**src/rtl/core/bounded_request_tracker_defines.svh**
```systemverilog
// Assertion macros used by the tracker's datapath.
`ifndef BOUNDED_REQUEST_TRACKER_DEFINES_SVH
`define BOUNDED_REQUEST_TRACKER_DEFINES_SVH

// Same-cycle implication, checked on clk and disabled in rst.
`define BRT_ASSERT_IMP(name, ante, cons, msg) \
  name: assert property (@(posedge clk) disable iff (rst) (ante) |-> (cons)) else $error(msg);

// Next-cycle implication, checked on clk and disabled in rst.
`define BRT_ASSERT_NXT(name, ante, cons, msg) \
  name: assert property (@(posedge clk) disable iff (rst) (ante) |=> (cons)) else $error(msg);

`endif

```
**src/rtl/core/brt_pkg.sv**
```systemverilog
// Types and constants shared by the request tracker modules.
package brt_pkg;

  localparam int ID_W     = 6;
  localparam int TAG_W    = 32;
  localparam int NOW_W    = 32;
  localparam int LIM_W    = 4;
  localparam int CFG_W    = 32;
  localparam int S_DATA_W = 136;
  localparam int M_DATA_W = 40;

  localparam int S_ID_LO    = 0;
  localparam int S_NOW_LO   = 6;
  localparam int S_TAG_LO   = 38;
  localparam int S_OK_BIT   = 70;
  localparam int S_READY_LO = 71;

  typedef enum logic [1:0] {
    MODE_REQUEST  = 2'd0,
    MODE_CANCEL   = 2'd1,
    MODE_TICK     = 2'd2,
    MODE_RESPONSE = 2'd3
  } mode_t;

  typedef enum logic [2:0] {
    KIND_START    = 3'd0,
    KIND_TIMEOUT  = 3'd1,
    KIND_CANCEL   = 3'd2,
    KIND_COMPLETE = 3'd3,
    KIND_DONE     = 3'd4
  } kind_t;

  localparam logic CFG_MAX_ACTIVE = 1'b0;
  localparam logic CFG_TIMEOUT    = 1'b1;

  localparam logic [LIM_W-1:0] MAX_ACTIVE_RST = 4'd8;
  localparam logic [CFG_W-1:0] TIMEOUT_RST    = 32'd1000;

  typedef struct packed {
    logic  latch;
    logic  apply;
    logic  sweep_init;
    logic  rd_ptr;
    logic  rd_next;
    logic  rd_head;
    logic  find_adv;
    logic  shift_wr;
    logic  shift_end;
    logic  scan_step;
    logic  gone_init;
    logic  gone_adv;
    logic  pop;
    logic  emit;
    kind_t kind;
  } cmd_t;

  typedef struct packed {
    mode_t mode;
    logic  pend_hit;
    logic  acc;
    logic  ok;
    logic  found;
    logic  shift_more;
    logic  scan_last;
    logic  gone_hit;
    logic  fill_go;
    logic  pop_ready;
    logic  out_free;
  } stat_t;

endpackage

```
**src/rtl/core/brt_ram.sv**
```systemverilog
// Generic single-port-write RAM with a registered read port.
module brt_ram #(
  parameter int WIDTH = 8,
  parameter int DEPTH = 64
) (
  input  logic                                      clk,
  input  logic                                      we,
  input  logic [((DEPTH > 1) ? $clog2(DEPTH) : 1)-1:0] waddr,
  input  logic [WIDTH-1:0]                          wdata,
  input  logic                                      re,
  input  logic [((DEPTH > 1) ? $clog2(DEPTH) : 1)-1:0] raddr,
  output logic [WIDTH-1:0]                          rdata
);

  logic [WIDTH-1:0] mem [DEPTH];

  always_ff @(posedge clk) begin
    if (we) begin
      mem[waddr] <= wdata;
    end
    if (re) begin
      rdata <= mem[raddr];
    end
  end

endmodule

```
**src/rtl/core/brt_ctrl.sv**
```systemverilog
// Sequencing state machine of the request tracker.
module brt_ctrl (
  input  logic           clk,
  input  logic           rst,
  input  logic           s_tvalid,
  output logic           s_tready,
  input  brt_pkg::stat_t st,
  output brt_pkg::cmd_t  cmd
);

  typedef enum logic [13:0] {
    S_IDLE     = 14'h0001,
    S_APPLY    = 14'h0002,
    S_FIND_RD  = 14'h0004,
    S_FIND_CHK = 14'h0008,
    S_SHIFT_RD = 14'h0010,
    S_SHIFT_WR = 14'h0020,
    S_CAN_EMIT = 14'h0040,
    S_SCAN     = 14'h0080,
    S_FILL_CHK = 14'h0100,
    S_FILL_POP = 14'h0200,
    S_GONE     = 14'h0400,
    S_COMP     = 14'h0800,
    S_FIN      = 14'h1000,
    S_SPARE    = 14'h2000
  } state_t;

  state_t state;
  state_t state_next;

  always_ff @(posedge clk) begin
    if (rst) begin
      state <= S_IDLE;
    end else begin
      state <= state_next;
    end
  end

  always_comb begin
    cmd        = '0;
    state_next = state;
    s_tready   = 1'b0;
    case (state)
      S_IDLE: begin
        s_tready = 1'b1;
        if (s_tvalid) begin
          cmd.latch  = 1'b1;
          state_next = S_APPLY;
        end
      end
      S_APPLY: begin
        cmd.apply = 1'b1;
        if (st.mode == brt_pkg::MODE_CANCEL && st.pend_hit) begin
          cmd.sweep_init = 1'b1;
          state_next     = S_FIND_RD;
        end else if (st.mode == brt_pkg::MODE_CANCEL) begin
          state_next = S_CAN_EMIT;
        end else if (st.mode == brt_pkg::MODE_TICK) begin
          state_next = S_SCAN;
        end else begin
          state_next = S_FILL_CHK;
        end
      end
      S_FIND_RD: begin
        cmd.rd_ptr = 1'b1;
        state_next = S_FIND_CHK;
      end
      S_FIND_CHK: begin
        if (st.found) begin
          state_next = S_SHIFT_RD;
        end else begin
          cmd.find_adv = 1'b1;
          state_next   = S_FIND_RD;
        end
      end
      S_SHIFT_RD: begin
        if (st.shift_more) begin
          cmd.rd_next = 1'b1;
          state_next  = S_SHIFT_WR;
        end else begin
          cmd.shift_end = 1'b1;
          state_next    = S_CAN_EMIT;
        end
      end
      S_SHIFT_WR: begin
        cmd.shift_wr = 1'b1;
        state_next   = S_SHIFT_RD;
      end
      S_CAN_EMIT: begin
        if (!st.acc) begin
          state_next = S_FILL_CHK;
        end else if (st.out_free) begin
          cmd.emit   = 1'b1;
          cmd.kind   = brt_pkg::KIND_CANCEL;
          state_next = S_FILL_CHK;
        end
      end
      S_SCAN: begin
        cmd.scan_step = 1'b1;
        if (st.scan_last) begin
          state_next = S_FILL_CHK;
        end
      end
      S_FILL_CHK: begin
        if (st.fill_go) begin
          cmd.rd_head = 1'b1;
          state_next  = S_FILL_POP;
        end else if (st.mode == brt_pkg::MODE_TICK) begin
          cmd.gone_init = 1'b1;
          state_next    = S_GONE;
        end else if (st.mode == brt_pkg::MODE_RESPONSE) begin
          state_next = S_COMP;
        end else begin
          state_next = S_FIN;
        end
      end
      S_FILL_POP: begin
        if (!st.pop_ready) begin
          cmd.pop    = 1'b1;
          state_next = S_FILL_CHK;
        end else if (st.out_free) begin
          cmd.pop    = 1'b1;
          cmd.emit   = 1'b1;
          cmd.kind   = brt_pkg::KIND_START;
          state_next = S_FILL_CHK;
        end
      end
      S_GONE: begin
        if (!st.gone_hit || st.out_free) begin
          cmd.gone_adv = 1'b1;
          cmd.emit     = st.gone_hit;
          cmd.kind     = brt_pkg::KIND_TIMEOUT;
          if (st.scan_last) begin
            state_next = S_FIN;
          end
        end
      end
      S_COMP: begin
        if (!(st.acc && st.ok)) begin
          state_next = S_FIN;
        end else if (st.out_free) begin
          cmd.emit   = 1'b1;
          cmd.kind   = brt_pkg::KIND_COMPLETE;
          state_next = S_FIN;
        end
      end
      S_FIN: begin
        if (st.out_free) begin
          cmd.emit   = 1'b1;
          cmd.kind   = brt_pkg::KIND_DONE;
          state_next = S_IDLE;
        end
      end
      default: begin
        state_next = S_IDLE;
      end
    endcase
  end

endmodule

```
**src/rtl/core/brt_dp.sv**
```systemverilog
// Datapath of the request tracker: pending queue, slot table and result register.
`include "bounded_request_tracker_defines.svh"

module brt_dp #(
  parameter int MAX_SLOTS  = 8,
  parameter int NODE_COUNT = 64,
  parameter int TIME_WIDTH = 32
) (
  input  logic                           clk,
  input  logic                           rst,
  input  logic [brt_pkg::S_DATA_W-1:0]   s_tdata,
  input  logic [1:0]                     s_tuser,
  input  logic                           cfg_valid,
  input  logic                           cfg_index,
  input  logic [brt_pkg::CFG_W-1:0]      cfg_data,
  input  brt_pkg::cmd_t                  cmd,
  output brt_pkg::stat_t                 st,
  input  logic                           m_tready,
  output logic                           m_tvalid,
  output logic [brt_pkg::M_DATA_W-1:0]   m_tdata,
  output logic [2:0]                     m_tuser,
  output logic                           m_tlast
);

  localparam int PW   = (NODE_COUNT > 1) ? $clog2(NODE_COUNT) : 1;
  localparam int QW   = $clog2(NODE_COUNT + 1);
  localparam int SW   = (MAX_SLOTS > 1) ? $clog2(MAX_SLOTS) : 1;
  localparam int AW   = $clog2(MAX_SLOTS + 1);
  localparam int CW   = (TIME_WIDTH > brt_pkg::NOW_W) ? TIME_WIDTH : brt_pkg::NOW_W;
  localparam int ID_W = brt_pkg::ID_W;
  localparam int TG_W = brt_pkg::TAG_W;

  function automatic logic [PW-1:0] ptr_inc(input logic [PW-1:0] p);
    logic [PW-1:0] r;
    r = (p == PW'(NODE_COUNT - 1)) ? '0 : p + 1'b1;
    return r;
  endfunction

  logic [brt_pkg::LIM_W-1:0] max_active;
  logic [brt_pkg::CFG_W-1:0] timeout;

  brt_pkg::mode_t          mode_q;
  logic [ID_W-1:0]         id_q;
  logic [TIME_WIDTH-1:0]   now_q;
  logic [TG_W-1:0]         tag_q;
  logic                    ok_q;
  logic [NODE_COUNT-1:0]   ready_q;
  logic                    acc_q;
  logic [CW-1:0]           now_ext;

  logic [PW-1:0]           head;
  logic [PW-1:0]           tail;
  logic [QW-1:0]           pend_count;
  logic [NODE_COUNT-1:0]   pend_mark;
  logic [PW-1:0]           ptr;
  logic [QW-1:0]           idx;

  logic [MAX_SLOTS-1:0]    slot_valid;
  logic [PW-1:0]           slot_node  [MAX_SLOTS];
  logic [TIME_WIDTH-1:0]   slot_start [MAX_SLOTS];
  logic [TG_W-1:0]         slot_tag   [MAX_SLOTS];
  logic [TG_W-1:0]         next_tag;

  logic [SW-1:0]           sc;
  logic [MAX_SLOTS-1:0]    gone_mask;
  logic [PW-1:0]           gone_node  [MAX_SLOTS];

  brt_pkg::kind_t          out_kind;
  logic [ID_W-1:0]         out_id;
  logic [TG_W-1:0]         out_tag;
  logic                    out_acc;
  logic                    out_last;

  logic                    ram_we;
  logic [PW-1:0]           ram_waddr;
  logic [PW-1:0]           ram_wdata;
  logic                    ram_re;
  logic [PW-1:0]           ram_raddr;
  logic [PW-1:0]           ram_rdata;

  logic                    in_range;
  logic [PW-1:0]           id_idx;
  logic                    mark_bit;
  logic                    req_ok;
  logic [MAX_SLOTS-1:0]    act_hit;
  logic [MAX_SLOTS-1:0]    tag_hit;
  logic [SW-1:0]           free_idx;
  logic [AW-1:0]           active;
  logic [4:0]              lim;
  logic [TIME_WIDTH-1:0]   age;
  logic                    expired;
  logic                    out_free;
  logic                    pop_ready;

  assign now_ext  = CW'(s_tdata[brt_pkg::S_NOW_LO +: brt_pkg::NOW_W]);
  assign in_range = ({1'b0, id_q} < (ID_W + 1)'(NODE_COUNT));
  assign id_idx   = id_q[PW-1:0];
  assign mark_bit = in_range && pend_mark[id_idx];

  always_comb begin
    for (int s = 0; s < MAX_SLOTS; s++) begin
      act_hit[s] = slot_valid[s] && in_range && (slot_node[s] == id_idx);
      tag_hit[s] = act_hit[s] && (slot_tag[s] == tag_q);
    end
  end

  always_comb begin
    free_idx = '0;
    for (int s = MAX_SLOTS - 1; s >= 0; s--) begin
      if (!slot_valid[s]) begin
        free_idx = SW'(s);
      end
    end
  end

  assign req_ok  = in_range && !(|act_hit) && !pend_mark[id_idx] &&
                   (pend_count < QW'(NODE_COUNT));
  assign active  = AW'($countones(slot_valid));
  assign lim     = ({1'b0, max_active} > 5'(MAX_SLOTS)) ? 5'(MAX_SLOTS) : {1'b0, max_active};
  assign age     = now_q - slot_start[sc];
  assign expired = slot_valid[sc] && (CW'(age) > CW'(timeout));
  assign out_free  = !m_tvalid || m_tready;
  assign pop_ready = ready_q[ram_rdata];

  assign st.mode       = mode_q;
  assign st.pend_hit   = mark_bit;
  assign st.acc        = acc_q;
  assign st.ok         = ok_q;
  assign st.found      = (ram_rdata == id_idx);
  assign st.shift_more = ((idx + QW'(1)) < pend_count);
  assign st.scan_last  = (sc == SW'(MAX_SLOTS - 1));
  assign st.gone_hit   = gone_mask[sc];
  assign st.fill_go    = (5'(active) < lim) && (pend_count != '0);
  assign st.pop_ready  = pop_ready;
  assign st.out_free   = out_free;

  assign ram_we    = (cmd.apply && mode_q == brt_pkg::MODE_REQUEST && req_ok) || cmd.shift_wr;
  assign ram_waddr = cmd.shift_wr ? ptr : tail;
  assign ram_wdata = cmd.shift_wr ? ram_rdata : id_idx;
  assign ram_re    = cmd.rd_ptr || cmd.rd_next || cmd.rd_head;
  assign ram_raddr = cmd.rd_head ? head : (cmd.rd_next ? ptr_inc(ptr) : ptr);

  brt_ram #(
    .WIDTH (PW),
    .DEPTH (NODE_COUNT)
  ) u_pend_ram (
    .clk   (clk),
    .we    (ram_we),
    .waddr (ram_waddr),
    .wdata (ram_wdata),
    .re    (ram_re),
    .raddr (ram_raddr),
    .rdata (ram_rdata)
  );

  always_ff @(posedge clk) begin
    if (rst) begin
      max_active <= brt_pkg::MAX_ACTIVE_RST;
      timeout    <= brt_pkg::TIMEOUT_RST;
      head       <= '0;
      tail       <= '0;
      pend_count <= '0;
      pend_mark  <= '0;
      slot_valid <= '0;
      next_tag   <= '0;
      acc_q      <= 1'b0;
      m_tvalid   <= 1'b0;
    end else begin
      if (cfg_valid) begin
        case (cfg_index)
          brt_pkg::CFG_MAX_ACTIVE: max_active <= cfg_data[brt_pkg::LIM_W-1:0];
          brt_pkg::CFG_TIMEOUT:    timeout    <= cfg_data;
          default: ;
        endcase
      end
      if (cmd.latch) begin
        acc_q <= 1'b0;
      end
      if (cmd.apply) begin
        case (mode_q)
          brt_pkg::MODE_REQUEST: begin
            if (req_ok) begin
              tail              <= ptr_inc(tail);
              pend_count        <= pend_count + 1'b1;
              pend_mark[id_idx] <= 1'b1;
              acc_q             <= 1'b1;
            end
          end
          brt_pkg::MODE_CANCEL: begin
            if (mark_bit) begin
              pend_mark[id_idx] <= 1'b0;
              acc_q             <= 1'b1;
            end
            if (|act_hit) begin
              slot_valid <= slot_valid & ~act_hit;
              acc_q      <= 1'b1;
            end
          end
          brt_pkg::MODE_RESPONSE: begin
            if (|tag_hit) begin
              slot_valid <= slot_valid & ~tag_hit;
              acc_q      <= 1'b1;
            end
          end
          default: ;
        endcase
      end
      if (cmd.shift_end) begin
        pend_count <= pend_count - 1'b1;
        tail       <= ptr;
      end
      if (cmd.scan_step && expired) begin
        slot_valid[sc] <= 1'b0;
      end
      if (cmd.pop) begin
        head                 <= ptr_inc(head);
        pend_count           <= pend_count - 1'b1;
        pend_mark[ram_rdata] <= 1'b0;
        if (pop_ready) begin
          slot_valid[free_idx] <= 1'b1;
          next_tag             <= next_tag + 1'b1;
        end
      end
      if (cmd.emit) begin
        m_tvalid <= 1'b1;
      end else if (m_tready) begin
        m_tvalid <= 1'b0;
      end
    end
  end

  always_ff @(posedge clk) begin
    if (cmd.latch) begin
      mode_q    <= brt_pkg::mode_t'(s_tuser);
      id_q      <= s_tdata[brt_pkg::S_ID_LO +: ID_W];
      now_q     <= now_ext[TIME_WIDTH-1:0];
      tag_q     <= s_tdata[brt_pkg::S_TAG_LO +: TG_W];
      ok_q      <= s_tdata[brt_pkg::S_OK_BIT];
      ready_q   <= s_tdata[brt_pkg::S_READY_LO +: NODE_COUNT];
      sc        <= '0;
      gone_mask <= '0;
    end
    if (cmd.sweep_init) begin
      ptr <= head;
      idx <= '0;
    end
    if (cmd.find_adv || cmd.shift_wr) begin
      ptr <= ptr_inc(ptr);
      idx <= idx + 1'b1;
    end
    if (cmd.scan_step) begin
      if (expired) begin
        gone_mask[sc] <= 1'b1;
        gone_node[sc] <= slot_node[sc];
      end
      if (!st.scan_last) begin
        sc <= sc + 1'b1;
      end
    end
    if (cmd.gone_init) begin
      sc <= '0;
    end
    if (cmd.gone_adv && !st.scan_last) begin
      sc <= sc + 1'b1;
    end
    if (cmd.pop && pop_ready) begin
      slot_node[free_idx]  <= ram_rdata;
      slot_start[free_idx] <= now_q;
      slot_tag[free_idx]   <= next_tag;
    end
    if (cmd.emit) begin
      out_kind <= cmd.kind;
      case (cmd.kind)
        brt_pkg::KIND_START: begin
          out_id   <= ID_W'(ram_rdata);
          out_tag  <= next_tag;
          out_acc  <= 1'b0;
          out_last <= 1'b0;
        end
        brt_pkg::KIND_TIMEOUT: begin
          out_id   <= ID_W'(gone_node[sc]);
          out_tag  <= '0;
          out_acc  <= 1'b0;
          out_last <= 1'b0;
        end
        brt_pkg::KIND_CANCEL, brt_pkg::KIND_COMPLETE: begin
          out_id   <= id_q;
          out_tag  <= '0;
          out_acc  <= 1'b0;
          out_last <= 1'b0;
        end
        brt_pkg::KIND_DONE: begin
          out_id   <= (mode_q == brt_pkg::MODE_TICK) ? '0 : id_q;
          out_tag  <= '0;
          out_acc  <= acc_q;
          out_last <= 1'b1;
        end
        default: begin
          out_id   <= '0;
          out_tag  <= '0;
          out_acc  <= 1'b0;
          out_last <= 1'b0;
        end
      endcase
    end
  end

  assign m_tdata = {1'b0, out_acc, out_tag, out_id};
  assign m_tuser = out_kind;
  assign m_tlast = out_last;

  `BRT_ASSERT_IMP(a_emit_free, cmd.emit, out_free, "result issued while output register is held")
  `BRT_ASSERT_IMP(a_empty_ptrs, pend_count == '0, head == tail, "empty queue with unequal pointers")
  `BRT_ASSERT_IMP(a_count_max, 1'b1, pend_count <= QW'(NODE_COUNT), "pending count beyond capacity")
  `BRT_ASSERT_NXT(a_pop_start, cmd.pop && pop_ready, m_tvalid && out_kind == brt_pkg::KIND_START,
                  "started call not presented")

endmodule

```
**src/rtl/core/bounded_request_tracker.sv**
```systemverilog
// Top level of the outstanding request tracker with timeout.
// The slave channel takes one request at a time: tuser holds the mode (request, cancel,
// tick, response) and tdata the node id, time, tag, list status and reachability mask.
// Each request yields a run of results on the master channel: start calls, cancelled,
// timed out and completed notices, and always a closing done result marked by tlast.
// The configuration channel writes the concurrency limit (index 0) and timeout (index 1);
// it is always ready; the user must write it only while no request is in progress,
// which the block does not enforce. A plain request passes through apply, a fill check
// and the done result; a cancel or a response adds a state for its notice, and each
// pending id moved into a slot or dropped adds a fill check and a pop. A tick adds an age
// scan over every slot and a pass over every slot for reporting expiries. A cancel of a
// queued id adds a search of the queue and its compaction, a read and a write per later
// entry, through the pending memory with its single write port.
// The next request is accepted once the done result sits in the output register.
// Reset empties the queue and the slot table, clears the tag counter and restores the
// limit of 8 and timeout of 1000. When the receiver stalls, the block holds the current
// result and waits before producing the next one.
module bounded_request_tracker #(
  parameter int MAX_SLOTS  = 8,
  parameter int NODE_COUNT = 64,
  parameter int TIME_WIDTH = 32
) (
  input  logic                         clk,
  input  logic                         rst,
  input  logic                         s_tvalid,
  output logic                         s_tready,
  // node_id[5:0], now[37:6], tag_in[69:38], listed_ok[70], ready_mask[134:71], zero pad
  input  logic [brt_pkg::S_DATA_W-1:0] s_tdata,
  // mode[1:0]
  input  logic [1:0]                   s_tuser,
  output logic                         m_tvalid,
  input  logic                         m_tready,
  // out_id[5:0], tag_out[37:6], accepted[38], zero pad
  output logic [brt_pkg::M_DATA_W-1:0] m_tdata,
  // kind[2:0]
  output logic [2:0]                   m_tuser,
  output logic                         m_tlast,
  input  logic                         cfg_valid,
  output logic                         cfg_ready,
  input  logic                         cfg_index,
  input  logic [brt_pkg::CFG_W-1:0]    cfg_data
);

  brt_pkg::cmd_t  cmd;
  brt_pkg::stat_t st;

  assign cfg_ready = 1'b1;

  brt_ctrl u_ctrl (
    .clk      (clk),
    .rst      (rst),
    .s_tvalid (s_tvalid),
    .s_tready (s_tready),
    .st       (st),
    .cmd      (cmd)
  );

  brt_dp #(
    .MAX_SLOTS  (MAX_SLOTS),
    .NODE_COUNT (NODE_COUNT),
    .TIME_WIDTH (TIME_WIDTH)
  ) u_dp (
    .clk       (clk),
    .rst       (rst),
    .s_tdata   (s_tdata),
    .s_tuser   (s_tuser),
    .cfg_valid (cfg_valid && cfg_ready),
    .cfg_index (cfg_index),
    .cfg_data  (cfg_data),
    .cmd       (cmd),
    .st        (st),
    .m_tready  (m_tready),
    .m_tvalid  (m_tvalid),
    .m_tdata   (m_tdata),
    .m_tuser   (m_tuser),
    .m_tlast   (m_tlast)
  );

endmodule
```
**config.mk**
```make
export PLATFORM = sky130hd
export DESIGN_NAME = bounded_request_tracker
export DESIGN_NICKNAME = d
export VERILOG_FILES = /design/src/rtl/core/brt_pkg.sv /design/src/rtl/core/brt_ram.sv /design/src/rtl/core/brt_ctrl.sv /design/src/rtl/core/brt_dp.sv /design/src/rtl/core/bounded_request_tracker.sv
export VERILOG_INCLUDE_DIRS = /design/src /design/src/rtl/core
export SDC_FILE = /design/constraint.sdc
export NUM_CORES = 2
export LEC_CHECK = 0
export BUFFER_PORTS_ARGS = -buffer_cell sky130_fd_sc_hd__buf_2
export CAP_MARGIN = 40
export CORE_MARGIN = 5
export CORE_UTILIZATION = 45
export DETAILED_ROUTE_END_ITERATION = 8
export PLACE_DENSITY = 0.73
export SLEW_MARGIN = 20
export SYNTH_ARGS = -nofsm -noshare
export SYNTH_HDL_FRONTEND = slang
export SYNTH_SLANG_ARGS = --single-unit
```
**constraint.sdc**
```tcl
create_clock -name clk -period 24.3 [get_ports clk]
set_clock_uncertainty 0.15 [all_clocks]
set_input_delay 1.215 -clock clk [delete_from_list [all_inputs] [get_ports clk]]
set_output_delay 1.215 -clock clk [all_outputs]
set_load 0.1 [all_outputs]
```
==> results.ini <==
[run_status]
status = finished clean

[timing]
min_period_ns = 9.16
hold_viol_final = 0
finalSetupTns_ns = 0
slew_headroom = 0.286
max_slew.worst_pin.slew_ns = 1.07
rsz0062_at_grt = no
fmax_mhz = 109
setup_violations = 0
finalCritPeriodShare = 0.377
finalMaxSlewViolations = 0

[cts]
clkSinkCount = 1377
hold_buffers = 0
cts_inserted_buffers = 144
cts_tree = built
clkTransAtPathRegs_ns = 0.06
post-cts-setup-buffer-count = 0
post_cts_resized = 0
clk_path_buf_depth = 3
root_buffer = clkbuf_16
ctsHtreeMaxLevel = 4
clk_latency_ns = 0.76

[global_routing]
track_usage = 0.218
grt_pass1_vias = 37100
antenna_found_initial = 7
grt_max_degree = 166
grt-ovfl-total = 0
grt_pass1_wl_mm = 230

[logic_synthesis]
synth_most_common_cell = edfxtp_1
synth_area_per_cell_sq_um = 13.7
ys_seq_area_frac = 0.669
netlist.area_leader.share = 0.606
yosysTopAreaCell = edfxtp_1
synth_common_cells = edfxtp_1, nand2_1, xor2_1
syn_area_sq_um = 59000
ys_seq_elements = 1377
syn_inst = 4307
synth_cell_types = 99
yosys_warnings = 0
async_flop_share = 0
synth_ff_type = edfxtp_1
synth_edf_count = 1191
synth.area.top_cells = edfxtp_1, dfxtp_1, xor2_1

[setup_path]
worstPathRequired_ns = 24.53
crit_chain = nand2b_1 > nor2_4 > buf_4 > a22oi_1 > nand4_1 > ha_1 > inv_1 > fa_1 > a21oi_1 > nor2_1 > a2111oi_1 > o21ai_0 > a41o_1 > a221o_1 > a31oi_1 > o21bai_1 > a211oi_1 > xnor2_1 > ha_1 > nand4_1 > nor4_1 > o21ai_0 > a21o_1 > nor2_1
path_delay_family = compound AO/OA/AOI/OAI gates
worstPathMaxFanout = 21
crit_path_end_kind = flop
cp_data_arrival_time_ns = 9.39
max_stage_delay_ns = 0.75
cp-start-kind = flop
critical_path_class = reg -> reg
crit_buf_inv = 2
crit_path_top_delay_cell = a2111oi_1

[floorplanning]
num_rows = 133
initial_core_util = 0.451
fp.dieArea_sq_um = 139000
die_h_microns = 372
core_area_sq_um = 131000
die_width_microns = 372
ios = 223

[drt]
vias_per_cell = 5.91
num_vias = 37800
drc = 0
drt_iter0_markers = 4547
wire_per_inst_microns = 24.0
postRouteAntennaNets = 0
drtPass1Iterations = 9
totalWireLength_mm = 154

[final_layout]
final_area_sq_um = 66900
area_growth_pct = 13.3
drive_gt1_frac = 0.137
nNetsFinal = 4811

[power_and_ir_drop]
power.total_mw = 4.90
power_leakage_nw = 23.7
powerDensity_nw_per_um2 = 73.2
ir_drop_mv = 0.0578

[placement]
placed_area_sq_um = 62200
port-buffer-count = 219
gp_congestion = 0.907
dp_hpwl_mm = 96.7

[flow_run]
drv_cap = 0

[min_path]
hp-class = reg -> reg

==> power by group <==
part,total (mW),internal (mW),switching (mW)
clock network,2.16,1.24,0.925
registers,2.59,2.57,0.0232
logic,0.145,0.0538,0.0908
total,4.90,3.86,1.04
==> metal layers <==
metal,vias to the layer above,GRT usage,share of wire
met3,349,0.0452,0.097
met1,18700,0.290,0.39
li1,16800,-,-
met5,-,0,0.000084
met4,2,0.0753,0.033
met2,1981,0.359,0.48
==> cell type report <==
class | count | area, sq um
fill | 10800 | 64000
sequential | 1377 | 39500
multi-input combinational | 2625 | 18400
clock buffer | 189 | 3960
tap | 1755 | 2200
timing repair buffer | 305 | 1900
clock inverter | 68 | 704
inverter | 81 | 309
antenna | 4 | 10.0
==> path summary, 6_finish.rpt <==
kind	start	end	slack [ns]	cells past startpoint
worst max-delay path	u_dp.sc[1]	u_dp.gone_node[4][5]	15.14	24
worst min-delay path	u_dp.timeout[17]	u_dp.timeout[17]	0.31	2
worst max register to register	u_dp.sc[1]	u_dp.gone_node[4][5]	15.14	24
worst min register to register	u_dp.timeout[17]	u_dp.timeout[17]	0.31	2
==> cell families (layout without fill, tap and decap cells) <==
family	count (synthesis)	count (layout)	synth area share
flip-flops	1377	1377	0.669
AND/OR/NAND/NOR	1178	1178	0.0985
AO/OA/AOI/OAI	731	731	0.0870
XOR/XNOR	390	390	0.0578
buffers and inverters	306	643	0.0231
multiplexers	222	222	0.0427
adder cells (fa/ha/maj)	101	101	0.0220
other	2	7	0.000127
==> cells in the final DEF, fill, tap and decap left out, types with 99 or more instances in the layout <==
| master | netlist | layout |
|---|---|---|
| a22oi_1 | 137 | 137 |
| edfxtp_1 | 1191 | 1191 |
| buf_2 | 36 | 222 |
| mux2i_1 | 165 | 165 |
| o21ai_0 | 101 | 99 |
| clkbuf_16 | 0 | 149 |
| a21oi_1 | 130 | 128 |
| nand2_1 | 435 | 431 |
| dfxtp_1 | 186 | 186 |
| xor2_1 | 335 | 335 |
| nor2_1 | 229 | 225 |
==> sequential cells by signal, indices dropped and copies added, names as in the netlist, 8 cells and up <==
| signal | flops |
|---|---|
| u_dp.u_pend_ram.mem | 384 |
| u_dp.slot_start | 256 |
| u_dp.slot_tag | 256 |
| u_dp.pend_mark | 64 |
| u_dp.ready_q | 64 |
| u_dp.gone_node | 48 |
| u_dp.slot_node | 48 |
| u_dp.next_tag | 32 |
| u_dp.now_q | 32 |
| u_dp.out_tag | 32 |
| u_dp.tag_q | 32 |
| u_dp.timeout | 32 |
| u_ctrl.state | 14 |
| u_dp.gone_mask | 8 |
| u_dp.slot_valid | 8 |
==> per-stage QoR <==
stage / hold slack, ns / std cells / util / worst slack (ns)
CTS: 0.306 / 6397 / 0.511 / 15.13
finish: 0.307 / 6404 / 0.511 / 15.14
detailed placement: 0.291 / 6140 / 0.475 / 15.21
global route: 0.325 / 6402 / 0.511 / 14.62
floorplan: 0.276 / 4308 / - / 13.99
global placement: 0.287 / 6120 / 0.473 / 15.22
==> worst min-delay path, cell delays in order (launching register included) <==
cell and delay, ns:
dfxtp_1 0.31, nand2_1 0.05, a21oi_1 0.05
Note: power is estimated with default switching activity, not from simulation.
